[src/design/tbb_pkg.sv]
package tbb_pkg;

  localparam int NowW    = 48;
  localparam int PeriodW = 32;
  localparam int TickW   = 10;
  localparam int BeatW   = 8;
  localparam int BarW    = 16;
  localparam int CfgIdxW = 2;

  // register indexes on the configuration port
  localparam logic [CfgIdxW-1:0] REG_TICK_PERIOD = 2'd0;
  localparam logic [CfgIdxW-1:0] REG_TICKS_BEAT  = 2'd1;
  localparam logic [CfgIdxW-1:0] REG_BEATS_BAR   = 2'd2;

  localparam logic [PeriodW-1:0] TickPeriodReset = 32'd10000000;
  localparam logic [TickW-1:0]   TicksBeatReset  = 10'd24;
  localparam logic [BeatW-1:0]   BeatsBarReset   = 8'd4;

  // controller to datapath commands
  typedef struct packed {
    logic load_run;      // capture lag of a new timestamp
    logic load_restart;  // restart the measure at the new timestamp
    logic emit_tick;     // count one tick and load its word
    logic emit_restart;  // load the restart word
    logic last;          // flag the loaded word as last of its run
  } tbb_cmd_t;

  // datapath to controller status
  typedef struct packed {
    logic due;       // a tick is due now
    logic more;      // another tick is due after this one
    logic out_free;  // output register can take a word this cycle
  } tbb_stat_t;

endpackage

[src/design/tempo_tick_beat_bar_counter_unit.sv]
// Channel  Handshake          Word
// in_      in_valid/in_stall   now_ns[47:0], restart
// out_     out_valid/out_stall tick_index, beat_index, bar_index, elapsed_ns,
//                              beat_event, bar_event, last_of_run
// cfg_     cfg_valid/cfg_ready cfg_index[1:0], cfg_data[31:0]
//
// A timestamp first has its lag captured, then one tick word is loaded per
// cycle while the output is free, so an item with n due ticks yields n words
// (n up to MAX_CATCHUP); an item with no tick due yields none, a restart one.
// The per-tick pace is set by the lag subtract and the count update loop.
// Reset is synchronous on rst_n and restores the register defaults.
// out_stall holds the pending word and pauses the tick loop; the next item is
// taken while the last word of a run still waits.
module tempo_tick_beat_bar_counter_unit import tbb_pkg::*; #(
  parameter int MAX_CATCHUP = 64
) (
  input  logic               clk,
  input  logic               rst_n,
  input  logic               cfg_valid,
  output logic               cfg_ready,
  input  logic [CfgIdxW-1:0] cfg_index,
  input  logic [PeriodW-1:0] cfg_data,
  input  logic               in_valid,
  output logic               in_stall,
  input  logic [NowW-1:0]    in_now_ns,
  input  logic               in_restart,
  output logic               out_valid,
  input  logic               out_stall,
  output logic [TickW-1:0]   out_tick_index,
  output logic [BeatW-1:0]   out_beat_index,
  output logic [BarW-1:0]    out_bar_index,
  output logic [NowW-1:0]    out_elapsed_ns,
  output logic               out_beat_event,
  output logic               out_bar_event,
  output logic               out_last_of_run
);

  tbb_cmd_t  cmd;
  tbb_stat_t stat;

  assign cfg_ready = 1'b1;

  tbb_ctrl #(
    .MAX_CATCHUP (MAX_CATCHUP)
  ) u_ctrl (
    .clk        (clk),
    .rst_n      (rst_n),
    .in_valid   (in_valid),
    .in_restart (in_restart),
    .in_stall   (in_stall),
    .stat       (stat),
    .cmd        (cmd)
  );

  tbb_dp u_dp (
    .clk             (clk),
    .rst_n           (rst_n),
    .cfg_valid       (cfg_valid),
    .cfg_index       (cfg_index),
    .cfg_data        (cfg_data),
    .in_now_ns       (in_now_ns),
    .cmd             (cmd),
    .stat            (stat),
    .out_valid       (out_valid),
    .out_stall       (out_stall),
    .out_tick_index  (out_tick_index),
    .out_beat_index  (out_beat_index),
    .out_bar_index   (out_bar_index),
    .out_elapsed_ns  (out_elapsed_ns),
    .out_beat_event  (out_beat_event),
    .out_bar_event   (out_bar_event),
    .out_last_of_run (out_last_of_run)
  );

endmodule

[src/design/tbb_ctrl.sv]
module tbb_ctrl import tbb_pkg::*; #(
  parameter int MAX_CATCHUP = 64
) (
  input  logic      clk,
  input  logic      rst_n,
  input  logic      in_valid,
  input  logic      in_restart,
  output logic      in_stall,
  input  tbb_stat_t stat,
  output tbb_cmd_t  cmd
);

  localparam int CntW = (MAX_CATCHUP > 1) ? $clog2(MAX_CATCHUP) : 1;
  localparam logic [CntW-1:0] CntLast = CntW'(MAX_CATCHUP - 1);

  localparam logic [1:0] ST_IDLE = 2'd0;
  localparam logic [1:0] ST_RUN  = 2'd1;
  localparam logic [1:0] ST_REST = 2'd2;

  logic [1:0]      state_r, state_nxt;
  logic [CntW-1:0] cnt_r, cnt_nxt;
  logic            last_tick;

  assign in_stall  = (state_r != ST_IDLE);
  assign last_tick = !stat.more || (cnt_r == CntLast);

  // sequence one word per tick until the lag is caught up or the cap is hit
  always_comb begin
    state_nxt = state_r;
    cnt_nxt   = cnt_r;
    cmd       = '0;
    case (state_r)
      ST_IDLE: begin
        if (in_valid) begin
          if (in_restart) begin
            cmd.load_restart = 1'b1;
            state_nxt        = ST_REST;
          end else begin
            cmd.load_run = 1'b1;
            cnt_nxt      = '0;
            state_nxt    = ST_RUN;
          end
        end
      end
      ST_RUN: begin
        if (!stat.due) begin
          state_nxt = ST_IDLE;
        end else if (stat.out_free) begin
          cmd.emit_tick = 1'b1;
          cmd.last      = last_tick;
          cnt_nxt       = cnt_r + 1'b1;
          if (last_tick) begin
            state_nxt = ST_IDLE;
          end
        end
      end
      ST_REST: begin
        if (stat.out_free) begin
          cmd.emit_restart = 1'b1;
          cmd.last         = 1'b1;
          state_nxt        = ST_IDLE;
        end
      end
      default: begin
        state_nxt = ST_IDLE;
      end
    endcase
  end

  always_ff @(posedge clk) begin
    if (!rst_n) begin
      state_r <= ST_IDLE;
      cnt_r   <= '0;
    end else begin
      state_r <= state_nxt;
      cnt_r   <= cnt_nxt;
    end
  end

endmodule

[src/design/tbb_dp.sv]
module tbb_dp import tbb_pkg::*; (
  input  logic               clk,
  input  logic               rst_n,
  input  logic               cfg_valid,
  input  logic [CfgIdxW-1:0] cfg_index,
  input  logic [PeriodW-1:0] cfg_data,
  input  logic [NowW-1:0]    in_now_ns,
  input  tbb_cmd_t           cmd,
  output tbb_stat_t          stat,
  output logic               out_valid,
  input  logic               out_stall,
  output logic [TickW-1:0]   out_tick_index,
  output logic [BeatW-1:0]   out_beat_index,
  output logic [BarW-1:0]    out_bar_index,
  output logic [NowW-1:0]    out_elapsed_ns,
  output logic               out_beat_event,
  output logic               out_bar_event,
  output logic               out_last_of_run
);

  logic [PeriodW-1:0] period_r;
  logic [TickW-1:0]   ticks_beat_r;
  logic [BeatW-1:0]   beats_bar_r;

  logic [NowW-1:0]  last_r;
  logic [NowW-1:0]  elapsed_r;
  logic [TickW-1:0] tick_r;
  logic [BeatW-1:0] beat_r;
  logic [BarW-1:0]  bar_r;
  logic [NowW:0]    diff_r;     // now minus last tick, top bit is the borrow

  logic             out_valid_r;
  logic [TickW-1:0] out_tick_r;
  logic [BeatW-1:0] out_beat_r;
  logic [BarW-1:0]  out_bar_r;
  logic [NowW-1:0]  out_elapsed_r;
  logic             out_beat_ev_r;
  logic             out_bar_ev_r;
  logic             out_last_r;

  logic [NowW-1:0]  period_ext;
  logic [NowW:0]    diff_sub;
  logic [NowW-1:0]  last_nxt;
  logic [NowW-1:0]  elapsed_nxt;
  logic [TickW-1:0] tick_inc;
  logic [BeatW-1:0] beat_inc;
  logic [BarW-1:0]  bar_inc;
  logic [TickW-1:0] tick_nxt;
  logic [BeatW-1:0] beat_nxt;
  logic [BarW-1:0]  bar_nxt;
  logic             beat_ev;
  logic             bar_ev;

  assign period_ext = NowW'(period_r);

  // lag arithmetic: one subtract for this tick, a compare against two periods for the next
  assign diff_sub  = {1'b0, diff_r[NowW-1:0]} - {1'b0, period_ext};
  assign stat.due  = !diff_r[NowW] && !diff_sub[NowW];
  assign stat.more = (diff_r[NowW-1:0] >= {period_ext[NowW-2:0], 1'b0});
  assign stat.out_free = !out_valid_r || !out_stall;

  // advance tick, beat and bar counts by one tick
  always_comb begin
    last_nxt    = last_r + period_ext;
    elapsed_nxt = elapsed_r + period_ext;
    tick_inc    = tick_r + 1'b1;
    beat_inc    = beat_r + 1'b1;
    bar_inc     = bar_r + 1'b1;
    tick_nxt    = tick_inc;
    beat_nxt    = beat_r;
    bar_nxt     = bar_r;
    beat_ev     = 1'b0;
    bar_ev      = 1'b0;
    if (tick_inc == ticks_beat_r) begin
      tick_nxt = '0;
      beat_ev  = 1'b1;
      beat_nxt = beat_inc;
      if (beat_inc == beats_bar_r) begin
        beat_nxt = '0;
        bar_ev   = 1'b1;
        bar_nxt  = bar_inc;
      end
    end
  end

  // configuration registers
  always_ff @(posedge clk) begin
    if (!rst_n) begin
      period_r     <= TickPeriodReset;
      ticks_beat_r <= TicksBeatReset;
      beats_bar_r  <= BeatsBarReset;
    end else if (cfg_valid) begin
      case (cfg_index)
        REG_TICK_PERIOD: period_r     <= cfg_data;
        REG_TICKS_BEAT:  ticks_beat_r <= cfg_data[TickW-1:0];
        REG_BEATS_BAR:   beats_bar_r  <= cfg_data[BeatW-1:0];
        default: begin
        end
      endcase
    end
  end

  // measure state
  always_ff @(posedge clk) begin
    if (!rst_n) begin
      last_r    <= '0;
      elapsed_r <= '0;
      tick_r    <= '0;
      beat_r    <= '0;
      bar_r     <= '0;
    end else if (cmd.load_restart) begin
      last_r    <= in_now_ns;
      elapsed_r <= '0;
      tick_r    <= '0;
      beat_r    <= '0;
      bar_r     <= '0;
    end else if (cmd.emit_tick) begin
      last_r    <= last_nxt;
      elapsed_r <= elapsed_nxt;
      tick_r    <= tick_nxt;
      beat_r    <= beat_nxt;
      bar_r     <= bar_nxt;
    end
  end

  // lag register: capture on a new timestamp, drop one period per tick
  always_ff @(posedge clk) begin
    if (cmd.load_run) begin
      diff_r <= {1'b0, in_now_ns} - {1'b0, last_r};
    end else if (cmd.emit_tick) begin
      diff_r <= {1'b0, diff_sub[NowW-1:0]};
    end
  end

  // output register
  always_ff @(posedge clk) begin
    if (!rst_n) begin
      out_valid_r <= 1'b0;
    end else if (cmd.emit_tick || cmd.emit_restart) begin
      out_valid_r <= 1'b1;
    end else if (!out_stall) begin
      out_valid_r <= 1'b0;
    end
  end

  always_ff @(posedge clk) begin
    if (cmd.emit_restart) begin
      out_tick_r    <= '0;
      out_beat_r    <= '0;
      out_bar_r     <= '0;
      out_elapsed_r <= '0;
      out_beat_ev_r <= 1'b1;
      out_bar_ev_r  <= 1'b1;
      out_last_r    <= 1'b1;
    end else if (cmd.emit_tick) begin
      out_tick_r    <= tick_nxt;
      out_beat_r    <= beat_nxt;
      out_bar_r     <= bar_nxt;
      out_elapsed_r <= elapsed_nxt;
      out_beat_ev_r <= beat_ev;
      out_bar_ev_r  <= bar_ev;
      out_last_r    <= cmd.last;
    end
  end

  assign out_valid       = out_valid_r;
  assign out_tick_index  = out_tick_r;
  assign out_beat_index  = out_beat_r;
  assign out_bar_index   = out_bar_r;
  assign out_elapsed_ns  = out_elapsed_r;
  assign out_beat_event  = out_beat_ev_r;
  assign out_bar_event   = out_bar_ev_r;
  assign out_last_of_run = out_last_r;

endmodule

[config.mk]
export PLATFORM = sky130hd
export DESIGN_NAME = tempo_tick_beat_bar_counter_unit
export DESIGN_NICKNAME = d
export VERILOG_FILES = /design/src/design/tbb_pkg.sv /design/src/design/tempo_tick_beat_bar_counter_unit.sv /design/src/design/tbb_ctrl.sv /design/src/design/tbb_dp.sv
export SDC_FILE = /design/constraint.sdc
export NUM_CORES = 1
export LEC_CHECK = 0
export BUFFER_PORTS_ARGS = -buffer_cell sky130_fd_sc_hd__clkbuf_2
export CORE_MARGIN = 5
export CORE_UTILIZATION = 60
export CTS_CLUSTER_SIZE = 20
export DETAILED_ROUTE_END_ITERATION = 8
export GPL_TIMING_DRIVEN = 0
export PLACE_DENSITY = 0.8
export SYNTH_ARGS = -nofsm -noshare
export SYNTH_HDL_FRONTEND = slang
export SYNTH_HIERARCHICAL = 1
export SYNTH_SLANG_ARGS = --single-unit
[constraint.sdc]
create_clock -name clk -period 6.08 [get_ports clk]
set_input_delay 0.912 -clock clk [delete_from_list [all_inputs] [get_ports clk]]
set_output_delay 0.912 -clock clk [all_outputs]
set_load 0.01 [all_outputs]
# [Word level (Yosys, flattened, before mapping)]
# Cells that the tools add are included.
[classes] add_sub_neg=8 reduce_logical=21 n_bitwise=1 eq_ne=15 mux=38 magnitude_cmp=1
[ops] operator="$mux 49" count=2
[ops] operator="$add 48x32->48" count=2
[ops] operator="$mux 48" count=2
[ops] operator="$sub 48x32->49" count=1
[ops] operator="$sub 48x48->49" count=1
[ops] operator="$ge 48x33->1" count=1
[ops] operator="$mux 16" count=2
[ops] operator="$mux 6" count=4
[ops] operator="$mux 2" count=9
[ops] operator="$add 16x1->16 const B" count=1
[ops] operator="$mux 8" count=2
[ops] operator="$mux 1" count=13
[ops] operator="$pmux 6 s2" count=1
[ops] operator="$add 10x1->10 const B" count=1
[ops] operator="$eq 10x10->1" count=1
[ops] operator="$mux 10" count=1
[ops] operator="$add 8x1->8 const B" count=1
[ops] operator="$eq 8x8->1" count=1
[ops] operator="$ne 2x2->1 const B" count=4
[ops] operator="$reduce_bool 2->1" count=4
[ops] operator="$add 6x1->6 const B" count=1
[ops] operator="$eq 6x6->1 const B" count=1
[ops] operator="$ne 3x3->1 const B" count=2
[ops] operator="$pmux 2 s3" count=1
[ops] operator="13 further kinds" count=25
[totals] word_cells=103 register_bits=323 input_bits=88 output_inout_bits=88

# [Logic depth before layout (Yosys ltp)]
# Gate-level depths: netlist of the first run.
[depth] depth_word=7 depth_mapped=22 depth_no_buf=22

# [By module]
# The synthesis of the first run kept the hierarchy.
[modules_own_cells] module="tbb_dp" n_inst=1 cells_per_inst=2777 area_each_um2=22002.4 seq_area_each_um2=6796.5
[modules_own_cells] module="tbb_ctrl" n_inst=1 cells_per_inst=63 area_each_um2=520.5 seq_area_each_um2=160.2
[modules_own_cells] module="tempo_tick_beat_bar_counter_unit" n_inst=1 cells_per_inst=2 area_each_um2=11.3 seq_area_each_um2=0.0

# [Least setup slack after synthesis of the first run]
# OpenSTA, ideal clock, no wires.
[synth_path] path_type="register to register" from="reg u_dp.period_r[0]" to="reg u_dp.diff_r[0], enable pin" synth_period_minus_slack_ns=4.936 arrival_time_ns=4.551 n_path_buf=3 required_ns=5.695 setup_ns=0.385 path_stages_with_launch=18 path_slack_ns=1.144 path_cell_list="dfxtp_1 ha_1 fa_1 nand2b_1 a21oi_1 o21ai_0 a211oi_1 a211oi_1 o31ai_1 a211oi_1 nand2_1 o21ba_2 nand3_2 inv_1 clkbuf_1 buf_1 clkbuf_1 or2_2"
[synth_rtl] element="start, declared" line_no="tbb_dp.sv:21" rtl="logic [PeriodW-1:0] period_r;"
[synth_rtl] element="start signal, assigned" line_no="tbb_dp.sv:89" rtl="period_r <= TickPeriodReset;"
[synth_rtl] element="start signal, assigned" line_no="tbb_dp.sv:94" rtl="REG_TICK_PERIOD: period_r <= cfg_data;"
[synth_rtl] element="end signal, assigned" line_no="tbb_dp.sv:129" rtl="diff_r <= {1'b0, in_now_ns} - {1'b0, last_r};"
[synth_rtl] element="end signal, assigned" line_no="tbb_dp.sv:131" rtl="diff_r <= {1'b0, diff_sub[NowW-1:0]};"
[synth_rtl] element="end, declared" line_no="tbb_dp.sv:30" rtl="logic [NowW:0] diff_r;"

==> impl_metrics.csv, run 1 <==
group,metric,value,unit
yosys,synth_xor_xnor_area_share,8.52,%
place,dp.cells,3527,
yosys,ys_ff_latch,323,
floorplan,num_rows,71,
yosys,synth_adder_area_share,10.5,%
global_routing,grt_pass1_wl,117000,um
yosys,synth_top_family_by_area,"compound AO/OA/AOI/OAI gates",
timing,fin_ws,136,ps
floorplan,die_w,204,um
yosys,synth-compound-area-share,24.1,%
cts,cts_made_buffers,37,
cts,clk_latency,570,ps
global_routing,grt_use_total,35.2,%
setup_path,arrival,6160,ps
power,p_leak,10.5,nW
global_routing,met1_usage,46.4,%
timing,fin_crit,5940,ps
yosys,yosys.area_share.simple,19.3,%
timing,fin_crit_sh,97.8,%
setup_path,critPathKind,"reg -> reg",
cells_and_area,nets,3332,
floorplan,ios,176,
power,p_int,4.85,mW
cts,cts_tree,"yes",
timing,slew_headroom,13.3,%
global_routing,grt_max_degree,25,
global_routing,grt_use_met3,5.96,%
yosys,synth_nets,3117,
timing,fmax,168,MHz
power,power_switching,2.68,mW
route,drtPass1Iterations,6,
setup_path,cp.required,6300,ps
yosys,synthesis.area,22500,um^2
cts,cts_hold_buf,0,
global_routing,gr-total-overflow,0,
timing,worst_pin_slew,1300,ps
yosys,syn_inst,2842,
global_routing,grt_pass1_vias,21300,
power,powerDensity,297,nW/um^2
cts,path_clk_slew,60,ps
yosys,ys_seq_area_share,30.9,%
global_routing,use_met2,58.5,%
setup_path,startpoint_type,"flip-flop",
cts,cts_max_level,2,
place,gp_congestion,0.988,
floorplan,die-area,41500,um^2
power,sw_frac_of_total,35.6,%
setup_path,crit_fanout,24,
yosys,ys_warn_count,6,
cts,post_cts_buffers,0,
place,pre_cts_ws,-1790,ps
floorplan,core,37400,um^2
cts,clockBufferDepth,3,
power,clock_power_share,30.8,%
place,hpwl,59300,um
global_routing,busiest_layer,"met2",
yosys,synth_cell_types,81,
power,combPwrFrac,32.6,%
cells_and_area,finalNonFillerCells,3595,
route,ant_nets,0,
yosys,syn_area_per_cell,7.93,um^2
cells_and_area,final_util,67.8,%
yosys,synthArstFlopShare,0,%
route,drt-initial-drc-count,2183,
cts,cts_sinks,323,
run_status,outcome,"complete, no violations",
route,dr_total_vias,22600,
timing,drv_slew,0,
route,wl,76500,um
global_routing,grt_antenna_before_repair,2,
setup_path,end_kind,"flip-flop",
route,route.detailed.drc,0,
job,maxCapViolCount,0,
route,post_drt_wl_per_cell,21.3,um
timing,skew,24.2,ps
power,ir_drop,187,uV
floorplan,initial_core_util,60.3,%
timing,final_hold_viol_count,0,
cells_and_area,fillers,3178,
worst_hold_path,holdCritPathClass,"reg -> reg",
yosys,synth_mux_area_share,1.96,%
place,placed_area,24000,um^2
cells_and_area,final_common_cell,"nand2_1",
place,io_buffer_count,174,
power,pwr-share-seq,36.6,%
cells_and_area,syn_to_final_growth,12.5,%
cts,root_buffer,"clkbuf_16",
timing,finalSetupViolCount,0,
timing,rsz0062_at_grt,"yes",
yosys,synth-main-ff-cell,"dfxtp_1",
route,viasPerCell,6.28,
floorplan,die_y,204,um
cells_and_area,final_area,25400,um^2
yosys,synth_edf_count,49,
cells_and_area,final_layout_size_suffix_gt1_share,9.83,%
cells_and_area,layout_common_cells,"328 x nand2_1, 325 x a21oi_1, 274 x dfxtp_1",
stage by stage:
step                hold slack (ps)  TNS [ps]  total power, mW
floorplan                       440         0             4.38
global placement                454   -163330             5.11
detailed placement              455   -181300             5.18
CTS                             464         0             7.50
global route                    486     -44.3             7.89
finish                          464         0             7.54
power groups by stage:
stage / clock network (mW) / registers, mW / logic, mW
after floorplan: 0 / 2.83 / 1.55
after global placement: 0 / 2.79 / 2.32
after detailed placement: 0 / 2.80 / 2.38
after CTS: 2.34 / 2.76 / 2.41
after global routing: 2.43 / 2.79 / 2.67
final: 2.32 / 2.76 / 2.45
critical path, stage by stage, from the launching register on:
cell and delay, ps:
dfxtp_1 380, ha_1 270, fa_1 410, nand2b_1 200
a21oi_1 230, o21ai_1 190, a211oi_2 330, a211oi_1 210
o31ai_2 450, a211oi_1 250, nand2_1 180, o21ba_2 260
nand3_2 170, inv_1 310, clkbuf_2 410, buf_2 440
clkbuf_4 440, or2_4 420
cells by family after synthesis:
logic type                 Yosys count
AOI/OAI and AO/OA                  872
and+or+nand+nor                    923
other                                1
buffers and inverters              276
adders and majority gates          187
muxes                               44
xor gates and xnor gates           216
DFF                                323
sequential cells by signal (all words and copies together), names as in the netlist:
register / count
u_dp/diff_r: 49
u_dp/elapsed_r: 48
u_dp/last_r: 48
u_dp/out_elapsed_ns: 48
u_dp/period_r: 32
u_dp/bar_r: 16
u_dp/out_bar_index: 16
u_dp/out_tick_index: 10
u_dp/tick_r: 10
u_dp/ticks_beat_r: 10
u_dp/beat_r: 8
u_dp/beats_bar_r: 8
u_dp/out_beat_index: 8
u_ctrl/cnt_r: 6
u_ctrl/state_r: 2
u_dp/out_bar_event: 1
u_dp/out_beat_event: 1
u_dp/out_last_of_run: 1
u_dp/out_valid: 1
synth_stat cells (74+ instances only):
| library cell | n | share of area (%) |
|---|---|---|
| a21o_1 | 93 | 3.1 |
| a21oi_1 | 325 | 7.2 |
| clkbuf_1 | 128 | 2.1 |
| dfxtp_1 | 274 | 24 |
| ha_1 | 183 | 10 |
| inv_1 | 130 | 2.2 |
| nand2_1 | 328 | 5.5 |
| nand3_1 | 74 | 1.6 |
| nor2_1 | 232 | 3.9 |
| o21ai_0 | 168 | 3.7 |
| xnor2_1 | 125 | 4.9 |
| xor2_1 | 89 | 3.5 |
per-layer routing:
| layer | routed length (um) | vias up |
|---|---|---|
| li1 | - | 10700 |
| met2 | 35100 | 1147 |
| met3 | 7030 | 174 |
| met1 | 31800 | 10600 |
| met5 | 28 | - |
| met4 | 2520 | 6 |
cell type report:
type	instances	area (um^2)	area share (%)
sequential	323	6960	27.4
inverter	131	492	1.94
clock inverter	15	160	0.632
timing repair buffer	174	871	3.43
tap	511	639	2.52
clock buffer	50	1100	4.32
multi-input combinational	2245	14600	57.4
antenna	1	2.50	0.00987
buffer	145	591	2.33
worst paths after layout:
check / startpoint / endpoint / slack [ps] / depth (start not counted)
hold reg to reg: u_dp/out_elapsed_ns[4] / u_dp/out_elapsed_ns[4] / 460 / 2
hold / removal: u_dp/out_elapsed_ns[4] / u_dp/out_elapsed_ns[4] / 460 / 2
setup / recovery: u_dp/period_r[0] / u_dp/diff_r[48] / 140 / 17
setup reg to reg: u_dp/period_r[0] / u_dp/diff_r[48] / 140 / 17
timing repair:
action / CTS / global route
gates cloned: 2 / 0
endpoints found under the hold margin: 0 / 0
setup endpoints to repair: 218 / 147
resized for setup: 15 / 17
pin swaps: 0 / 0
Note: power is estimated with default switching activity, not from simulation.
==> inputs of run 2 (changes only) <==
--- a/config.mk
+++ b/config.mk
@@ -12,6 +12,7 @@
 export DETAILED_ROUTE_END_ITERATION = 8
 export GPL_TIMING_DRIVEN = 0
 export PLACE_DENSITY = 0.8
+export SETUP_SLACK_MARGIN = 0.5
 export SYNTH_ARGS = -nofsm -noshare
 export SYNTH_HDL_FRONTEND = slang
 export SYNTH_HIERARCHICAL = 1
==> run 2 against run 1 <==
  * Worst setup slack better by 540 ps
  * Core utilization rose by 0.21 points
  * Total power up 0.16%
==> impl_metrics.csv, run 2 (same netlist as run 1, synthesis figures left out) <==
group,metric,value,unit
run_status,outcome,"complete, no violations",
cts,cts_hold_buf,0,
timing,slew_headroom,10.2,%
cts,cts_tree,"yes",
global_routing,grt_pass1_wl,117000,um
setup_path,slowest_delay,400,ps
place,gp_congestion,0.988,
cells_and_area,layout_common_cells,"328 x nand2_1, 325 x a21oi_1, 274 x dfxtp_1",
cts,cts_made_buffers,37,
setup_path,crit_top_cell,"a211oi_2",
global_routing,grt_max_degree,15,
floorplan,initial_core_util,60.3,%
floorplan,ios,176,
floorplan,die-area,41500,um^2
setup_path,end_kind,"flip-flop",
place,pre_cts_ws,-1790,ps
route,route.detailed.drc,0,
cts,root_buffer,"clkbuf_16",
job,maxCapViolCount,0,
timing,fin_crit_sh,88.8,%
cts,cts_sinks,323,
timing,fmax,185,MHz
setup_path,startpoint_type,"flip-flop",
global_routing,grt_use_total,35.3,%
setup_path,crit_chain,"ha_1 > fa_1 > nand2b_1 > a21oi_1 > o21ai_1 > a211oi_2 > a211oi_2 > o31ai_4 > a211oi_2 > nand2_1 > o21ba_2 > nand3_2 > clkinvlp_4 > inv_1 > nor4_4 > nand3_1 > nor2_4 > nand3_1 > a2111oi_2 > xnor2_1 > a21oi_1",
timing,finalSetupViolCount,0,
global_routing,grt_antenna_before_repair,1,
place,placed_area,24000,um^2
timing,fin_crit,5400,ps
route,drt-initial-drc-count,2042,
setup_path,arrival,5820,ps
floorplan,die_w,204,um
worst_hold_path,holdCritPathClass,"reg -> reg",
route,ant_nets,0,
cells_and_area,nets,3334,
floorplan,core,37400,um^2
cells_and_area,top_register,"u_dp/diff_r",
cells_and_area,fillers,3169,
place,hpwl,59300,um
cts,path_clk_slew,60,ps
cells_and_area,final_area,25400,um^2
global_routing,grt_pass1_vias,21300,
timing,drv_slew,0,
cts,cts_max_level,2,
floorplan,die_y,204,um
place,io_buffer_count,174,
cells_and_area,largest_reg_flops,49,
route,post_drt_wl_per_cell,21.3,um
cells_and_area,syn_to_final_growth,12.9,%
timing,skew,22.0,ps
timing,rsz0062_at_grt,"no",
timing,worst_pin_slew,1350,ps
setup_path,cp.required,6500,ps
global_routing,gr-total-overflow,0,
setup_path,crit_fanout,8,
floorplan,num_rows,71,
cells_and_area,final_common_cell,"nand2_1",
setup_path,critPathSlowestCell,"fa_1",
power,ir_drop,187,uV
route,wl,76700,um
cts,clk_latency,570,ps
power,powerDensity,297,nW/um^2
cts,clockBufferDepth,3,
route,drtPass1Iterations,8,
timing,fin_ws,680,ps
route,viasPerCell,6.28,
setup_path,reg2reg_slack,680,ps
cells_and_area,final_layout_size_suffix_gt1_share,10.2,%
route,dr_total_vias,22600,
setup_path,critPathKind,"reg -> reg",
timing,final_hold_viol_count,0,
power,p_leak,10.5,nW
==> run 2: changes by cell type in the layout (fill, tap and decap cells not counted), moves of 2 or more <==
cell and change:
or2_4 +2, clkbuf_4 +2, clkbuf_2 +3, a211oi_1 -2, a211oi_2 +2, buf_4 +2, clkbuf_1 -6
==> run 2: final timing paths <==
| kind | startpoint | to | depth (start not counted) |
|---|---|---|---|
| worst max register to register | u_dp/period_r[0] | u_dp/last_r[42] | 21 |
| worst min register to register | u_dp/out_elapsed_ns[4] | u_dp/out_elapsed_ns[4] | 2 |
| worst min-delay path | u_dp/out_elapsed_ns[4] | u_dp/out_elapsed_ns[4] | 2 |
| worst max-delay path | u_dp/period_r[0] | u_dp/last_r[42] | 21 |
==> run 2: final cells by class <==
type,count,area (um^2),share of cell area (%)
diodes,2,5.00,0.0197
plain buffers,145,606,2.38
clock buffers,50,1100,4.31
clock inverters,15,160,0.630
inverters,131,495,1.95
multi-input cells,2246,14600,57.4
flip-flops and latches,323,6960,27.3
well taps,511,639,2.51
repair buffers,175,878,3.45
==> run 2: stage by stage <==
| stage | hold WS [ps] | total power, mW | instances | TNS [ps] | util (%) |
|---|---|---|---|---|---|
| floorplan | 440 | 4.38 | 2842 | 0 | - |
| global placement | 454 | 5.11 | 3527 | -163330 | 64.3 |
| detailed placement | 455 | 5.18 | 3527 | -181300 | 64.3 |
| CTS | 464 | 7.52 | 3596 | 0 | 67.9 |
| global route | 486 | 7.91 | 3596 | 0 | 68.0 |
| finish | 464 | 7.55 | 3598 | 0 | 68.0 |
==> run 2: where the power goes <==
group | internal, mW | switching [mW] | leakage (nW) | total (mW)
Clock | 1.36 | 0.960 | 0.621 | 2.32
Combinational | 0.965 | 1.50 | 7.18 | 2.47
Sequential | 2.54 | 0.222 | 2.70 | 2.76
==> run 2: layer usage <==
metal | GRT usage [%] | routed length, um
met1 | 46.6 | 32100
met2 | 58.8 | 35300
met3 | 5.64 | 6730
met4 | 12.4 | 2510
met5 | 0 | 7
==> run 2: repair_timing <==
item                       CTS  global route
gates cloned                 3             0
hold endpoints to repair     0             0
setup buffers                1             0
setup endpoints to repair  263           167
pin swaps                    1             0
gates resized for setup     37             8
==> run 2: critical path, delay by kind of cell (launching register included) <==
family | cells | cell delay, ps
AO/OA/AOI/OAI | 9 | 2180
AND/OR/NAND/NOR | 7 | 1490
adder cells (fa/ha/maj) | 2 | 680
flip-flops | 1 | 380
buffers and inverters | 2 | 350
XOR/XNOR | 1 | 160
